**src/rtl/core/khrb_pkg.sv**
```systemverilog
// ----------------------------------------------------------------------------
// Keyboard report builder package
// Shared constants, command and report types for the report builder.
// ----------------------------------------------------------------------------
`timescale 1ns / 1ps
`default_nettype none

package khrb_pkg;

  localparam int NUM_KEYS     = 5;
  localparam int REPORT_SLOTS = 6;
  localparam int CODE_SPACE   = 256;

  localparam int KEY_REGS   = 5;
  localparam int ALL_SLOTS  = 6;
  localparam int ACT_W      = 9;
  localparam int CFG_IDX_W  = 3;
  localparam int LEVELS_W   = 5;
  localparam int S_DATA_W   = 8;
  localparam int M_DATA_W   = 8 * (ALL_SLOTS + 1);
  localparam int QDEPTH     = 2;
  localparam int QPTR_W     = $clog2(QDEPTH);

  localparam int KEY_W  = (NUM_KEYS > 1) ? $clog2(NUM_KEYS) : 1;
  localparam int ROWS   = (CODE_SPACE + 7) / 8;
  localparam int ROW_W  = (ROWS > 1) ? $clog2(ROWS) : 1;
  localparam int SLOT_W = $clog2(ALL_SLOTS + 1);

  localparam logic [KEY_REGS-1:0][ACT_W-1:0] ACTION_RESET = {
    9'd8, 9'd7, 9'd6, 9'd260, 9'd257
  };

  localparam logic FUNC_SAMPLE = 1'b0;
  localparam logic FUNC_TICK   = 1'b1;

  typedef struct packed {
    logic                report;
    logic [NUM_KEYS-1:0] chg;
    logic [NUM_KEYS-1:0] lvl;
  } cmd_t;

  typedef struct packed {
    logic [ALL_SLOTS-1:0][7:0] slot;
    logic [7:0]                modifier;
  } report_t;

endpackage

`default_nettype wire

```
**src/rtl/core/khrb_fifo.sv**
```systemverilog
// ----------------------------------------------------------------------------
// Command queue
// Short queue of classified commands between the front and back parts.
// ----------------------------------------------------------------------------
`timescale 1ns / 1ps
`default_nettype none

module khrb_fifo (
  input  wire logic            clk,
  input  wire logic            rst,
  input  wire logic            push,
  input  wire khrb_pkg::cmd_t  push_cmd,
  output logic                 full,
  input  wire logic            pop,
  output logic                 valid,
  output khrb_pkg::cmd_t       pop_cmd
);

  khrb_pkg::cmd_t                 entry [khrb_pkg::QDEPTH];
  logic [khrb_pkg::QPTR_W-1:0]    wptr;
  logic [khrb_pkg::QPTR_W-1:0]    rptr;
  logic [khrb_pkg::QPTR_W:0]      count;
  logic                           do_push;
  logic                           do_pop;

  assign full    = (count == (khrb_pkg::QPTR_W + 1)'(khrb_pkg::QDEPTH));
  assign valid   = (count != '0);
  assign pop_cmd = entry[rptr];
  assign do_push = push && !full;
  assign do_pop  = pop && valid;

  always_ff @(posedge clk) begin
    if (do_push) begin
      entry[wptr] <= push_cmd;
    end
  end

  always_ff @(posedge clk) begin
    if (rst) begin
      wptr  <= '0;
      rptr  <= '0;
      count <= '0;
    end else begin
      if (do_push) begin
        wptr <= wptr + 1'b1;
      end
      if (do_pop) begin
        rptr <= rptr + 1'b1;
      end
      if (do_push && !do_pop) begin
        count <= count + 1'b1;
      end else if (do_pop && !do_push) begin
        count <= count - 1'b1;
      end
    end
  end

endmodule

`default_nettype wire

```
**src/rtl/core/khrb_front.sv**
```systemverilog
// ----------------------------------------------------------------------------
// Input front end
// Accepts input transactions, tracks key levels and queues commands.
// ----------------------------------------------------------------------------
`timescale 1ns / 1ps
`default_nettype none

module khrb_front (
  input  wire logic                          clk,
  input  wire logic                          rst,
  input  wire logic                          s_tvalid,
  output logic                               s_tready,
  input  wire logic [khrb_pkg::S_DATA_W-1:0] s_tdata,
  input  wire logic                          s_tuser,
  input  wire logic                          q_full,
  output logic                               push,
  output khrb_pkg::cmd_t                     push_cmd
);

  logic [khrb_pkg::NUM_KEYS-1:0] key_down;
  logic [khrb_pkg::NUM_KEYS-1:0] levels;
  logic                          host_ready;
  logic                          accept;
  logic                          is_sample;

  assign s_tready   = !q_full;
  assign accept     = s_tvalid && s_tready;
  assign levels     = s_tdata[khrb_pkg::NUM_KEYS-1:0];
  assign host_ready = s_tdata[khrb_pkg::LEVELS_W];
  assign is_sample  = (s_tuser == khrb_pkg::FUNC_SAMPLE);

  always_comb begin
    push_cmd.report = !is_sample;
    push_cmd.chg    = is_sample ? (levels ^ key_down) : '0;
    push_cmd.lvl    = levels;
    push = accept && (is_sample ? (push_cmd.chg != '0) : host_ready);
  end

  always_ff @(posedge clk) begin
    if (rst) begin
      key_down <= '0;
    end else if (accept && is_sample) begin
      key_down <= levels;
    end
  end

endmodule

`default_nettype wire

```
**src/rtl/core/khrb_back.sv**
```systemverilog
// ----------------------------------------------------------------------------
// Command back end
// Applies key actions to the modifier byte and the active code memory,
// and scans the memory one row of eight codes per cycle to build reports.
// ----------------------------------------------------------------------------
`timescale 1ns / 1ps
`default_nettype none

module khrb_back (
  input  wire logic                                              clk,
  input  wire logic                                              rst,
  input  wire logic [khrb_pkg::NUM_KEYS-1:0][khrb_pkg::ACT_W-1:0] actions,
  input  wire logic                                              q_valid,
  input  wire khrb_pkg::cmd_t                                    q_cmd,
  output logic                                                   q_pop,
  output logic                                                   m_tvalid,
  input  wire logic                                              m_tready,
  output logic [khrb_pkg::M_DATA_W-1:0]                          m_tdata
);

  localparam logic [1:0] ST_IDLE = 2'd0;
  localparam logic [1:0] ST_KEY  = 2'd1;
  localparam logic [1:0] ST_KWR  = 2'd2;
  localparam logic [1:0] ST_SCAN = 2'd3;

  localparam logic [khrb_pkg::KEY_W-1:0]  LAST_KEY  = khrb_pkg::KEY_W'(khrb_pkg::NUM_KEYS - 1);
  localparam logic [khrb_pkg::ROW_W:0]    ROW_COUNT = (khrb_pkg::ROW_W + 1)'(khrb_pkg::ROWS);
  localparam logic [khrb_pkg::SLOT_W-1:0] SLOT_MAX  =
    khrb_pkg::SLOT_W'(khrb_pkg::REPORT_SLOTS);

  logic [1:0]                                state;
  logic [khrb_pkg::KEY_W-1:0]                key;
  khrb_pkg::cmd_t                            cmd;
  logic [khrb_pkg::ROW_W-1:0]                row;
  logic [2:0]                                bitsel;
  logic                                      press;
  logic [khrb_pkg::ROW_W:0]                  issue;
  logic                                      proc_valid;
  logic [khrb_pkg::ROW_W-1:0]                proc_row;
  logic [khrb_pkg::SLOT_W-1:0]               fill;
  logic [khrb_pkg::ALL_SLOTS-1:0][7:0]       slots;
  logic [7:0]                                modifier;
  logic                                      out_valid;
  khrb_pkg::report_t                         out_data;

  logic [7:0]                                mem [khrb_pkg::ROWS];
  logic [khrb_pkg::ROWS-1:0]                 row_valid;
  logic [7:0]                                rd_data;
  logic                                      rd_live;
  logic                                      rd_en;
  logic [khrb_pkg::ROW_W-1:0]                rd_addr;
  logic                                      we;
  logic [7:0]                                wdata;
  logic [7:0]                                row_data;

  logic [khrb_pkg::ACT_W-1:0]                act;
  logic [7:0]                                code;
  logic                                      is_mod;
  logic                                      in_range;
  logic                                      key_chg;
  logic                                      key_needs_mem;
  logic                                      last_key;
  logic [khrb_pkg::ROW_W-1:0]                code_row;
  logic                                      issue_done;
  logic                                      full;
  logic                                      scan_end;
  logic                                      out_load;
  logic [khrb_pkg::ALL_SLOTS-1:0][7:0]       m_slots;
  logic [khrb_pkg::SLOT_W-1:0]               m_fill;

  assign m_tvalid = out_valid;
  assign m_tdata  = out_data;
  assign q_pop    = (state == ST_IDLE) && q_valid;
  assign row_data = rd_live ? rd_data : 8'd0;

  always_comb begin
    act           = actions[key];
    code          = act[7:0];
    is_mod        = act[khrb_pkg::ACT_W-1];
    in_range      = ({1'b0, code} < 9'(khrb_pkg::CODE_SPACE));
    key_chg       = cmd.chg[key];
    key_needs_mem = key_chg && !is_mod && in_range;
    last_key      = (key == LAST_KEY);
    code_row      = khrb_pkg::ROW_W'(code >> 3);
    issue_done    = (issue == ROW_COUNT);
    full          = (fill == SLOT_MAX);
    scan_end      = (issue_done || full) && !proc_valid;
    out_load      = (state == ST_SCAN) && scan_end && (!out_valid || m_tready);

    rd_en   = 1'b0;
    rd_addr = issue[khrb_pkg::ROW_W-1:0];
    unique case (state)
      ST_KEY: begin
        rd_en   = key_needs_mem;
        rd_addr = code_row;
      end
      ST_SCAN: begin
        rd_en = !issue_done && !full;
      end
      default: begin
      end
    endcase

    we             = (state == ST_KWR);
    wdata          = row_data;
    wdata[bitsel]  = press;

    m_slots = slots;
    m_fill  = fill;
    for (int b = 0; b < 8; b++) begin
      if (proc_valid && row_data[b] && (m_fill < SLOT_MAX)) begin
        m_slots[m_fill] = 8'({proc_row, 3'(b)});
        m_fill          = m_fill + 1'b1;
      end
    end
  end

  always_ff @(posedge clk) begin
    if (we) begin
      mem[row] <= wdata;
    end
    if (rd_en) begin
      rd_data <= mem[rd_addr];
      rd_live <= row_valid[rd_addr];
    end
  end

  always_ff @(posedge clk) begin
    if (rst) begin
      state      <= ST_IDLE;
      key        <= '0;
      issue      <= '0;
      proc_valid <= 1'b0;
      fill       <= '0;
      modifier   <= 8'd0;
      out_valid  <= 1'b0;
      row_valid  <= '0;
    end else begin
      proc_valid <= rd_en && (state == ST_SCAN);
      proc_row   <= issue[khrb_pkg::ROW_W-1:0];
      if (we) begin
        row_valid[row] <= 1'b1;
      end
      if (out_load) begin
        out_valid         <= 1'b1;
        out_data.slot     <= slots;
        out_data.modifier <= modifier;
      end else if (out_valid && m_tready) begin
        out_valid <= 1'b0;
      end
      unique case (state)
        ST_IDLE: begin
          if (q_valid) begin
            cmd   <= q_cmd;
            key   <= '0;
            issue <= '0;
            fill  <= '0;
            slots <= '0;
            state <= q_cmd.report ? ST_SCAN : ST_KEY;
          end
        end
        ST_KEY: begin
          if (key_needs_mem) begin
            row    <= code_row;
            bitsel <= code[2:0];
            press  <= cmd.lvl[key];
            state  <= ST_KWR;
          end else begin
            if (key_chg && is_mod) begin
              modifier <= cmd.lvl[key] ? (modifier | code) : (modifier & ~code);
            end
            if (last_key) begin
              state <= ST_IDLE;
            end else begin
              key <= key + 1'b1;
            end
          end
        end
        ST_KWR: begin
          if (last_key) begin
            state <= ST_IDLE;
          end else begin
            key   <= key + 1'b1;
            state <= ST_KEY;
          end
        end
        ST_SCAN: begin
          if (rd_en) begin
            issue <= issue + 1'b1;
          end
          slots <= m_slots;
          fill  <= m_fill;
          if (out_load) begin
            state <= ST_IDLE;
          end
        end
        default: begin
          state <= ST_IDLE;
        end
      endcase
    end
  end

`ifndef SYNTH
  a_fill_bound: assert property (@(posedge clk) disable iff (rst) fill <= SLOT_MAX)
    else $error("report fill count beyond slot limit");

  a_write_after_read: assert property (@(posedge clk) disable iff (rst)
    (state == ST_KWR) |-> ($past(state) == ST_KEY) && $past(rd_en))
    else $error("row write without a preceding row read");

  a_proc_from_scan: assert property (@(posedge clk) disable iff (rst)
    proc_valid |-> ($past(state) == ST_SCAN) && $past(rd_en))
    else $error("row merged without a scan read");

  a_load_shows: assert property (@(posedge clk) disable iff (rst)
    out_load |=> out_valid)
    else $error("finished report not presented");

  a_mod_during_scan: assert property (@(posedge clk) disable iff (rst)
    (state == ST_SCAN) |=> $stable(modifier))
    else $error("modifier byte changed during a report scan");
`endif

endmodule

`default_nettype wire

```
**src/rtl/core/keyboard_hid_report_builder.sv**
```systemverilog
// Operation: a sample holds the back end for one key step per key plus a memory write step
// per changed keycode key; after a tick, m_tvalid for the report rises once the scan of the
// ROWS memory rows (32 with 256 codes) is done, earlier once six active codes are found.
// Throughput: a report scan reads one memory row of eight codes per cycle.
// Reset is synchronous and active high; the active code memory is cleared at once
// through per-row valid bits, so there is no clearing pass.
// ----------------------------------------------------------------------------
// Keyboard HID report builder
// Top level: action registers, input front end, command queue and back end.
// ----------------------------------------------------------------------------
`timescale 1ns / 1ps
`default_nettype none

module keyboard_hid_report_builder (
  input  wire logic                            clk,
  input  wire logic                            rst,
  input  wire logic                            s_tvalid,
  output logic                                 s_tready,
  // key_levels [4:0], host_ready [5], zero [7:6]
  input  wire logic [khrb_pkg::S_DATA_W-1:0]   s_tdata,
  // func [0]
  input  wire logic                            s_tuser,
  output logic                                 m_tvalid,
  input  wire logic                            m_tready,
  // modifier_byte [7:0], slot0 [15:8], slot1 [23:16], slot2 [31:24],
  // slot3 [39:32], slot4 [47:40], slot5 [55:48]
  output logic [khrb_pkg::M_DATA_W-1:0]        m_tdata,
  input  wire logic                            cfg_valid,
  output logic                                 cfg_ready,
  input  wire logic [khrb_pkg::CFG_IDX_W-1:0]  cfg_index,
  input  wire logic [khrb_pkg::ACT_W-1:0]      cfg_data
);

  logic [khrb_pkg::KEY_REGS-1:0][khrb_pkg::ACT_W-1:0] actions;
  logic                                               push;
  khrb_pkg::cmd_t                                     push_cmd;
  logic                                               q_full;
  logic                                               q_valid;
  logic                                               q_pop;
  khrb_pkg::cmd_t                                     q_cmd;

  assign cfg_ready = 1'b1;

  always_ff @(posedge clk) begin
    if (rst) begin
      actions <= khrb_pkg::ACTION_RESET;
    end else if (cfg_valid && cfg_ready &&
                 ({1'b0, cfg_index} < (khrb_pkg::CFG_IDX_W + 1)'(khrb_pkg::KEY_REGS))) begin
      actions[cfg_index] <= cfg_data;
    end
  end

  khrb_front u_front (
    .clk      (clk),
    .rst      (rst),
    .s_tvalid (s_tvalid),
    .s_tready (s_tready),
    .s_tdata  (s_tdata),
    .s_tuser  (s_tuser),
    .q_full   (q_full),
    .push     (push),
    .push_cmd (push_cmd)
  );

  khrb_fifo u_fifo (
    .clk      (clk),
    .rst      (rst),
    .push     (push),
    .push_cmd (push_cmd),
    .full     (q_full),
    .pop      (q_pop),
    .valid    (q_valid),
    .pop_cmd  (q_cmd)
  );

  khrb_back u_back (
    .clk      (clk),
    .rst      (rst),
    .actions  (actions[khrb_pkg::NUM_KEYS-1:0]),
    .q_valid  (q_valid),
    .q_cmd    (q_cmd),
    .q_pop    (q_pop),
    .m_tvalid (m_tvalid),
    .m_tready (m_tready),
    .m_tdata  (m_tdata)
  );

endmodule

`default_nettype wire
```
**config.mk**
```make
export PLATFORM = sky130hd
export DESIGN_NAME = keyboard_hid_report_builder
export DESIGN_NICKNAME = d
export VERILOG_FILES = /design/src/rtl/core/khrb_pkg.sv /design/src/rtl/core/khrb_fifo.sv /design/src/rtl/core/khrb_front.sv /design/src/rtl/core/khrb_back.sv /design/src/rtl/core/keyboard_hid_report_builder.sv
export SDC_FILE = /design/constraint.sdc
export NUM_CORES = 1
export LEC_CHECK = 0
export ABC_AREA = 1
export BUFFER_PORTS_ARGS = -buffer_cell sky130_fd_sc_hd__buf_2
export CAP_MARGIN = 40
export CORE_MARGIN = 3
export CORE_UTILIZATION = 56
export CTS_CLUSTER_DIAMETER = 200
export DETAILED_ROUTE_END_ITERATION = 10
export PLACE_DENSITY_LB_ADDON = 0.1
export SYNTH_ARGS = -nofsm -noshare
export SYNTH_HDL_FRONTEND = slang
export SYNTH_SLANG_ARGS = --single-unit
```
**constraint.sdc**
```tcl
create_clock -name clk -period 3.51 [get_ports clk]
set_input_delay 0.5265 -clock clk [delete_from_list [all_inputs] [get_ports clk]]
set_output_delay 0.5265 -clock clk [all_outputs]
set_load 0.03 [all_outputs]
```
## Yosys cells after proc, flatten, opt, wreduce, memory -nomap -nowiden

Memory sizes are Yosys's and may differ from the RTL's. A register that Yosys moved wholly into a read port is not among the register bits.
Index checks and enable logic that the tools add are counted.

- Register bits after elaboration: 239
- RAM bits: 278
- Input port bits: 26
- Output and inout bits: 59
- Word-level logic and storage cells: 265
- Memories kept: 2

- Add/subtract/negate cells: 14
- Order comparisons: 33
- Eq/ne operators: 12
- Multiplexer cells: 89
- Bitwise operators: 8
- Reduce and logical (&&, ||, !) cells: 70

Memories:

| name | depth | bits a word | rd ports | clocked after memory_dff | wr ports | line | text |
|---|---|---|---|---|---|---|---|
| u_back.mem | 32 | 8 | 1 | 1 | 1 | khrb_back.sv:46 | `logic [7:0] mem [khrb_pkg::ROWS];` |
| u_fifo.entry | 2 | 11 | 1 | 1 | 1 | khrb_fifo.sv:19 | `khrb_pkg::cmd_t entry [khrb_pkg::QDEPTH];` |

Operators with widths:

| operator | count |
|---|---|
| $mux W48 | 9 |
| $bwmux W48 | 8 |
| $demux W8 S3 | 8 |
| $pmux W48 S2 | 1 |
| $mux W8 | 10 |
| $bwmux W45 | 1 |
| $logic_and A1 B1 Y1 | 44 |
| $lt A3 B4 Y1 const B | 11 |
| $mux W3 | 11 |
| $or A32 B32 Y32 | 1 |
| $ge A3 B1 Y1 const B | 10 |
| $add A3 B1 Y3 const B | 9 |
| $bmux W9 S3 | 1 |
| $demux W9 S3 | 1 |
| $lt A3 B3 Y1 const B | 9 |
| $reduce_and A3 Y1 | 7 |
| $mux W9 | 2 |
| $mux W1 | 15 |
| $mux W2 | 7 |
| $lt A5 B6 Y1 const B | 2 |
| $mux W6 | 2 |
| $pmux W6 S2 | 1 |
| $mux W5 | 2 |
| $pmux W3 S3 | 1 |
| other kinds (32) | 53 |

## Depth between registers and ports, before layout

- Word-level depth: 29
- Mapped depth: 37
- Gate-level depth less buffers: 36

## By module

A second synthesis with hierarchy kept.

- Cells, all modules: 2165
- Area, all modules: 22864.4 µm²

By module, submodules not included:

| module | instances | cells each | area an instance (µm²) | seq. area each (µm²) |
|---|---|---|---|---|
| khrb_back | 1 | 1777 | 19612.6 | 12922.4 |
| keyboard_hid_report_builder | 1 | 261 | 1815.5 | 900.9 |
| khrb_fifo | 1 | 71 | 1082.3 | 760.7 |
| khrb_front | 1 | 56 | 354.1 | 100.1 |

## Least setup slack after synthesis

Ideal clock, no wire load.

- Kind: register -> register
- Start point: register u_back.state[0]
- End point: register u_back.out_data (netlist bit u_back.m_tdata[0]) (enable)
- Library setup time: 470 ps
- Arrival: 3317 ps
- Required time: 3040 ps
- Slack: -277 ps
- Cell stages (with the launch flop): 5
- Path buffers: 1
- Period minus slack after synthesis: 3787 ps
- Path through: dfxtp_1 -> ha_1 -> clkbuf_1 -> nand4_1 -> nor2_1

- Word-level cells in the longest chain between the ends: 4

Ends and longest elaborated chain:

| item | line | text |
|---|---|---|
| start: declaration | khrb_back.sv:31 | `logic [1:0] state;` |
| start signal: assignment | khrb_back.sv:159 | `state <= q_cmd.report ? ST_SCAN : ST_KEY;` |
| $eq A2 B2 Y1 | khrb_back.sv:88 | `out_load = (state == ST_SCAN) && scan_end && (!out_valid \|\| m_tready);` |
| $logic_and A1 B1 Y1 (2 in a row) | khrb_back.sv:88 |  |
| $reduce_and A2 Y1 (no line) | - |  |
| end: declaration | khrb_back.sv:44 | `khrb_pkg::report_t out_data;` |

Every way passes these cells.
A chain may end at the register's enable or synchronous reset.

## Worst setup path after layout

- Start point: register u_back.rd_live
- End point: register u_back.slots[4] (netlist name) (data pin)

- Word-level cells in the longest chain between the ends: 29
- Elaborated cells on any way between the ends: 88
- Classes of those cells: 6 x add/sub; 21 x order compare; 38 x mux; 23 x reduce/logical

Ends and longest elaborated chain:

| item | line | text |
|---|---|---|
| start: declaration | khrb_back.sv:49 | `logic rd_live;` |
| start signal: assignment | khrb_back.sv:124 | `rd_live <= row_valid[rd_addr];` |
| $mux W8 (*) | khrb_back.sv:74 | `assign row_data = rd_live ? rd_data : 8'd0;` |
| $logic_and A1 B1 Y1 (2 in a row) | khrb_back.sv:111 | `if (proc_valid && row_data[b] && (m_fill < SLOT_MAX)) begin` |
| $mux W3 | khrb_back.sv:111 |  |
| $lt A3 B3 Y1 | khrb_back.sv:111 |  |
| $logic_and A1 B1 Y1 | khrb_back.sv:111 |  |
| $mux W3 | khrb_back.sv:111 |  |
| $lt A3 B3 Y1 | khrb_back.sv:111 |  |
| $logic_and A1 B1 Y1 | khrb_back.sv:111 |  |
| (+12 left out) | - |  |
| $mux W3 | khrb_back.sv:111 |  |
| $lt A3 B4 Y1 (not written as such) / $ge A3 B1 Y1 (equally long branches) | khrb_back.sv:112 | `m_slots[m_fill] = 8'({proc_row, 3'(b)});` |
| $logic_and A1 B1 Y1 (not written as such) | khrb_back.sv:112 |  |
| $mux W8 (not written as such) | khrb_back.sv:112 |  |
| $demux W8 S3 | - |  |
| $bwmux W48 | khrb_back.sv:112 |  |
| $mux W48 (*) | khrb_back.sv:111 |  |
| $pmux W48 S2 (*) | khrb_back.sv:151 | `unique case (state)` |
| end signal: assignment | khrb_back.sv:191 | `slots <= m_slots;` |
| end: declaration | khrb_back.sv:41 | `logic [khrb_pkg::ALL_SLOTS-1:0][7:0] slots;` |

Every way passes the cells marked *; elsewhere a longest branch is shown, timed or not.

==> flow_summary.yaml <==
detailed_routing:
  routed-via-count: 17890
  drt-total-wl_microns: 60170
  ant_nets: 0
  via_per_inst: 5.777
  drt_pass1_iterations: 5
  dr.first_iter.drc_count: 1635
  avgRoutedWirePerCell_microns: 19.43
  drc_errors: 0
yosys:
  synth.most_common_cell: "edfxtp_1"
  synth_top_cell_area_share: 0.5416
  synth.net_count: 2298
  syn_area_sq_um: 23010
  synth_edf_count: 415
  ys_seq_area_frac: 0.6382
  ys_seq_elements: 526
  ys.flop_type: "edfxtp_1"
  yosys.area.top_type: "edfxtp_1"
  synth_area_leaders: "edfxtp_1 (54%), dfxtp_1 (9.7%), nor2_1 (6.5%)"
  syn-mean-instance-area_sq_um: 10.18
  ys_top_cells_by_count: "edfxtp_1 (415), nor2_1 (400), nand2_1 (333)"
  yosys_warnings: 0
  async_reset_ff_frac: 0
  synth.distinct_cells: 55
  syn_inst: 2260
layout:
  multi_input_area_sq_um: 7800
  design_area_sq_um: 27750
  drive_above_1_share: 0.2131
  layout.area.seq_sq_um: 14690
  layout.cells.non_filler: 3097
  fill_cells: 3014
  fin_util: 0.6905
  nets: 2564
  n_antenna_cell: 0
  area_delta_synth_final_pct: 20.60
clock_network:
  cts_made_buffers: 54
  root_buffer: "clkbuf_16"
  cts_tree: "yes"
  hold_buffers: 0
  clockBufferDepth: 3
  clkSlewWorstSetupHoldPaths_ns: 0.06
  htree_levels: 2
  clk_latency_ns: 0.61
  cts_sinks: 526
global_routing:
  grt_use_total: 0.2683
  grt_pass1_wl_microns: 92980
  grt_pass1_vias: 17000
  antenna_found_initial: 0
  grt_max_degree: 145
  grt_overflow_total: 0
critical_path:
  path_class: "reg2reg"
  critPathMaxFanout: 6
  crit_path_start_kind: "flip-flop"
  cp.required_ns: 3.95
  slowest_stage: "edfxtp_1"
  r2r_slack_ns: -0.39
  max_stage_delay_ns: 0.50
  cp_data_arrival_time_ns: 4.34
  cp-end-kind: "flip-flop"
  cp_common_cell: "nand2_1"
die:
  io_pins: 85
  core_area_sq_um: 40190
  initial_core_util: 0.5725
  die_area_sq_um: 43560
  die-height_microns: 208.7
  rows: 73
  die_w_microns: 208.7
timing:
  period_needed_ns: 3.904
  holdWs_ns: 0.1638
  finalSetupViolCount: 51
  slew_violations: 0
  max_freq_ghz: 0.2562
  finalSetupTns_ns: -15.50
  layout_setup_ws_ns: -0.3936
  post-route-period-util: 1.112
  tightest_slew_ns: 0.9086
  rsz0062_at_grt: "yes"
  final-hold-violation-count: 0
  fin_skew_ns: 0.01906
  relSlewSlack: 0.3920
status:
  status: "finished with violations"
  failed_checks: "negative setup slack"
placed_design:
  place_congestion: 0.9131
  dp_hpwl_microns: 38830
  place_inst: 2954
  port_buffers: 81
  placed_area_sq_um: 25280
power:
  p_int_w: 0.01178
  power.switching_w: 0.005132
  switching_share: 0.3034
  pwr-share-seq: 0.452
  leakage_nw: 10.59
  clockPowerShare: 0.332
  combPwrFrac: 0.216
  power_density_nw_per_um2: 609.4
  peakVddDrop_v: 0.0004725
run:
  drv_cap: 0
worst_hold_path:
  hp-class: "in2reg"
## final cells by class
class | count | share of cell area
Clock inverter | 15 | 0.005861
Multi-Input combinational cell | 1477 | 0.2811
Timing Repair Buffer | 304 | 0.08129
Clock buffer | 87 | 0.05645
Inverter | 163 | 0.02236
Sequential cell | 526 | 0.5293
Tap cell | 525 | 0.02367
## worst max-delay path, delay by kind of cell, from the launching register on
| family | cells | cell delay, ns |
|---|---|---|
| flops | 1 | 0.50 |
| simple gates | 23 | 2.00 |
| fa+ha+maj | 1 | 0.15 |
| buf+inv | 5 | 0.58 |
| compound gates | 3 | 0.48 |
## worst paths after layout
kind / endpoint / depth (start not counted) / start
worst min register to register: u_back.m_tdata[1] / 0 / flip-flop
worst min-delay path: u_fifo.entry[0][0] / 1 / s_tdata[0]
worst max-delay path: u_back.slots[4] / 32 / u_back.rd_live
worst max register to register: u_back.slots[4] / 32 / u_back.rd_live
## through the flow
step	setup WS, ns	total power, W
6_report	-0.3936	0.01691
2_1_floorplan	0.008786	0.009903
3_5_place_dp	-0.3656	0.01132
3_3_place_gp	-0.2402	0.01120
4_1_cts	-0.2910	0.01692
5_1_grt	-0.6911	0.01761
## logic make-up (layout without fill, tap and decap cells)
group	Yosys count	count (layout)	share of synthesized area
flip-flops	526	526	0.6382
AO/OA/AOI/OAI	508	508	0.1289
other	1	1	0.0001630
XOR/XNOR	4	4	0.001523
adder cells (fa/ha/maj)	12	12	0.006525
buffers and inverters	260	569	0.04339
AND/OR/NAND/NOR	949	952	0.1813
## state kept, by name, indices dropped and copies added (netlist names), 5 cells and up, named ones only
name              cells
u_back.row_valid     32
u_front.key_down      5
u_back.mem          256
u_back.issue          6
u_back.m_tdata       56
actions              45
u_back.row            5
u_back.proc_row       5
u_back.rd_data        8
u_back.cmd           10
u_back.slots         48
u_fifo.entry         22
## timing repair
action | CTS | global route
cloned | 3 | 0
gates resized for setup | 73 | 24
buffers inserted | 26 | 12
endpoints found under the setup margin | 51 | 59
pin swaps | 41 | 12
endpoints found under the hold margin | 0 | 0
## cell usage in the layout (no fill, tap or decap), types with 25 or more instances in the layout
master       n
clkbuf_1    25
nand2_4     35
nand3_1     95
a21oi_1     85
nand2_1    310
nand2_2     38
o21ai_0    256
edfxtp_1   415
buf_2       81
dfxtp_1    108
inv_1      130
buf_4      204
nor2_1     394
clkbuf_16   55
o221ai_1    61
## power by group through the flow
| stage | clock [W] | sequential [W] | combinational (W) |
|---|---|---|---|
| 2_1_floorplan | 0 | 0.00767 | 0.00223 |
| 3_3_place_gp | 0 | 0.00774 | 0.00346 |
| 3_5_place_dp | 0 | 0.00776 | 0.00356 |
| 4_1_cts | 0.00568 | 0.00763 | 0.00361 |
| 5_1_grt | 0.00593 | 0.00767 | 0.00401 |
| 6_report | 0.00562 | 0.00764 | 0.00365 |
## metal layers
layer	up-vias	wire length [microns]	share of wire	track usage
met5	-	0	0	0
met4	0	1593	0.026	0.08661
met3	112	4317	0.072	0.03678
li1	8458	-	-	-
met2	644	28910	0.48	0.4374
met1	8676	25340	0.42	0.3771
Power figures use the tool's default switching activity.
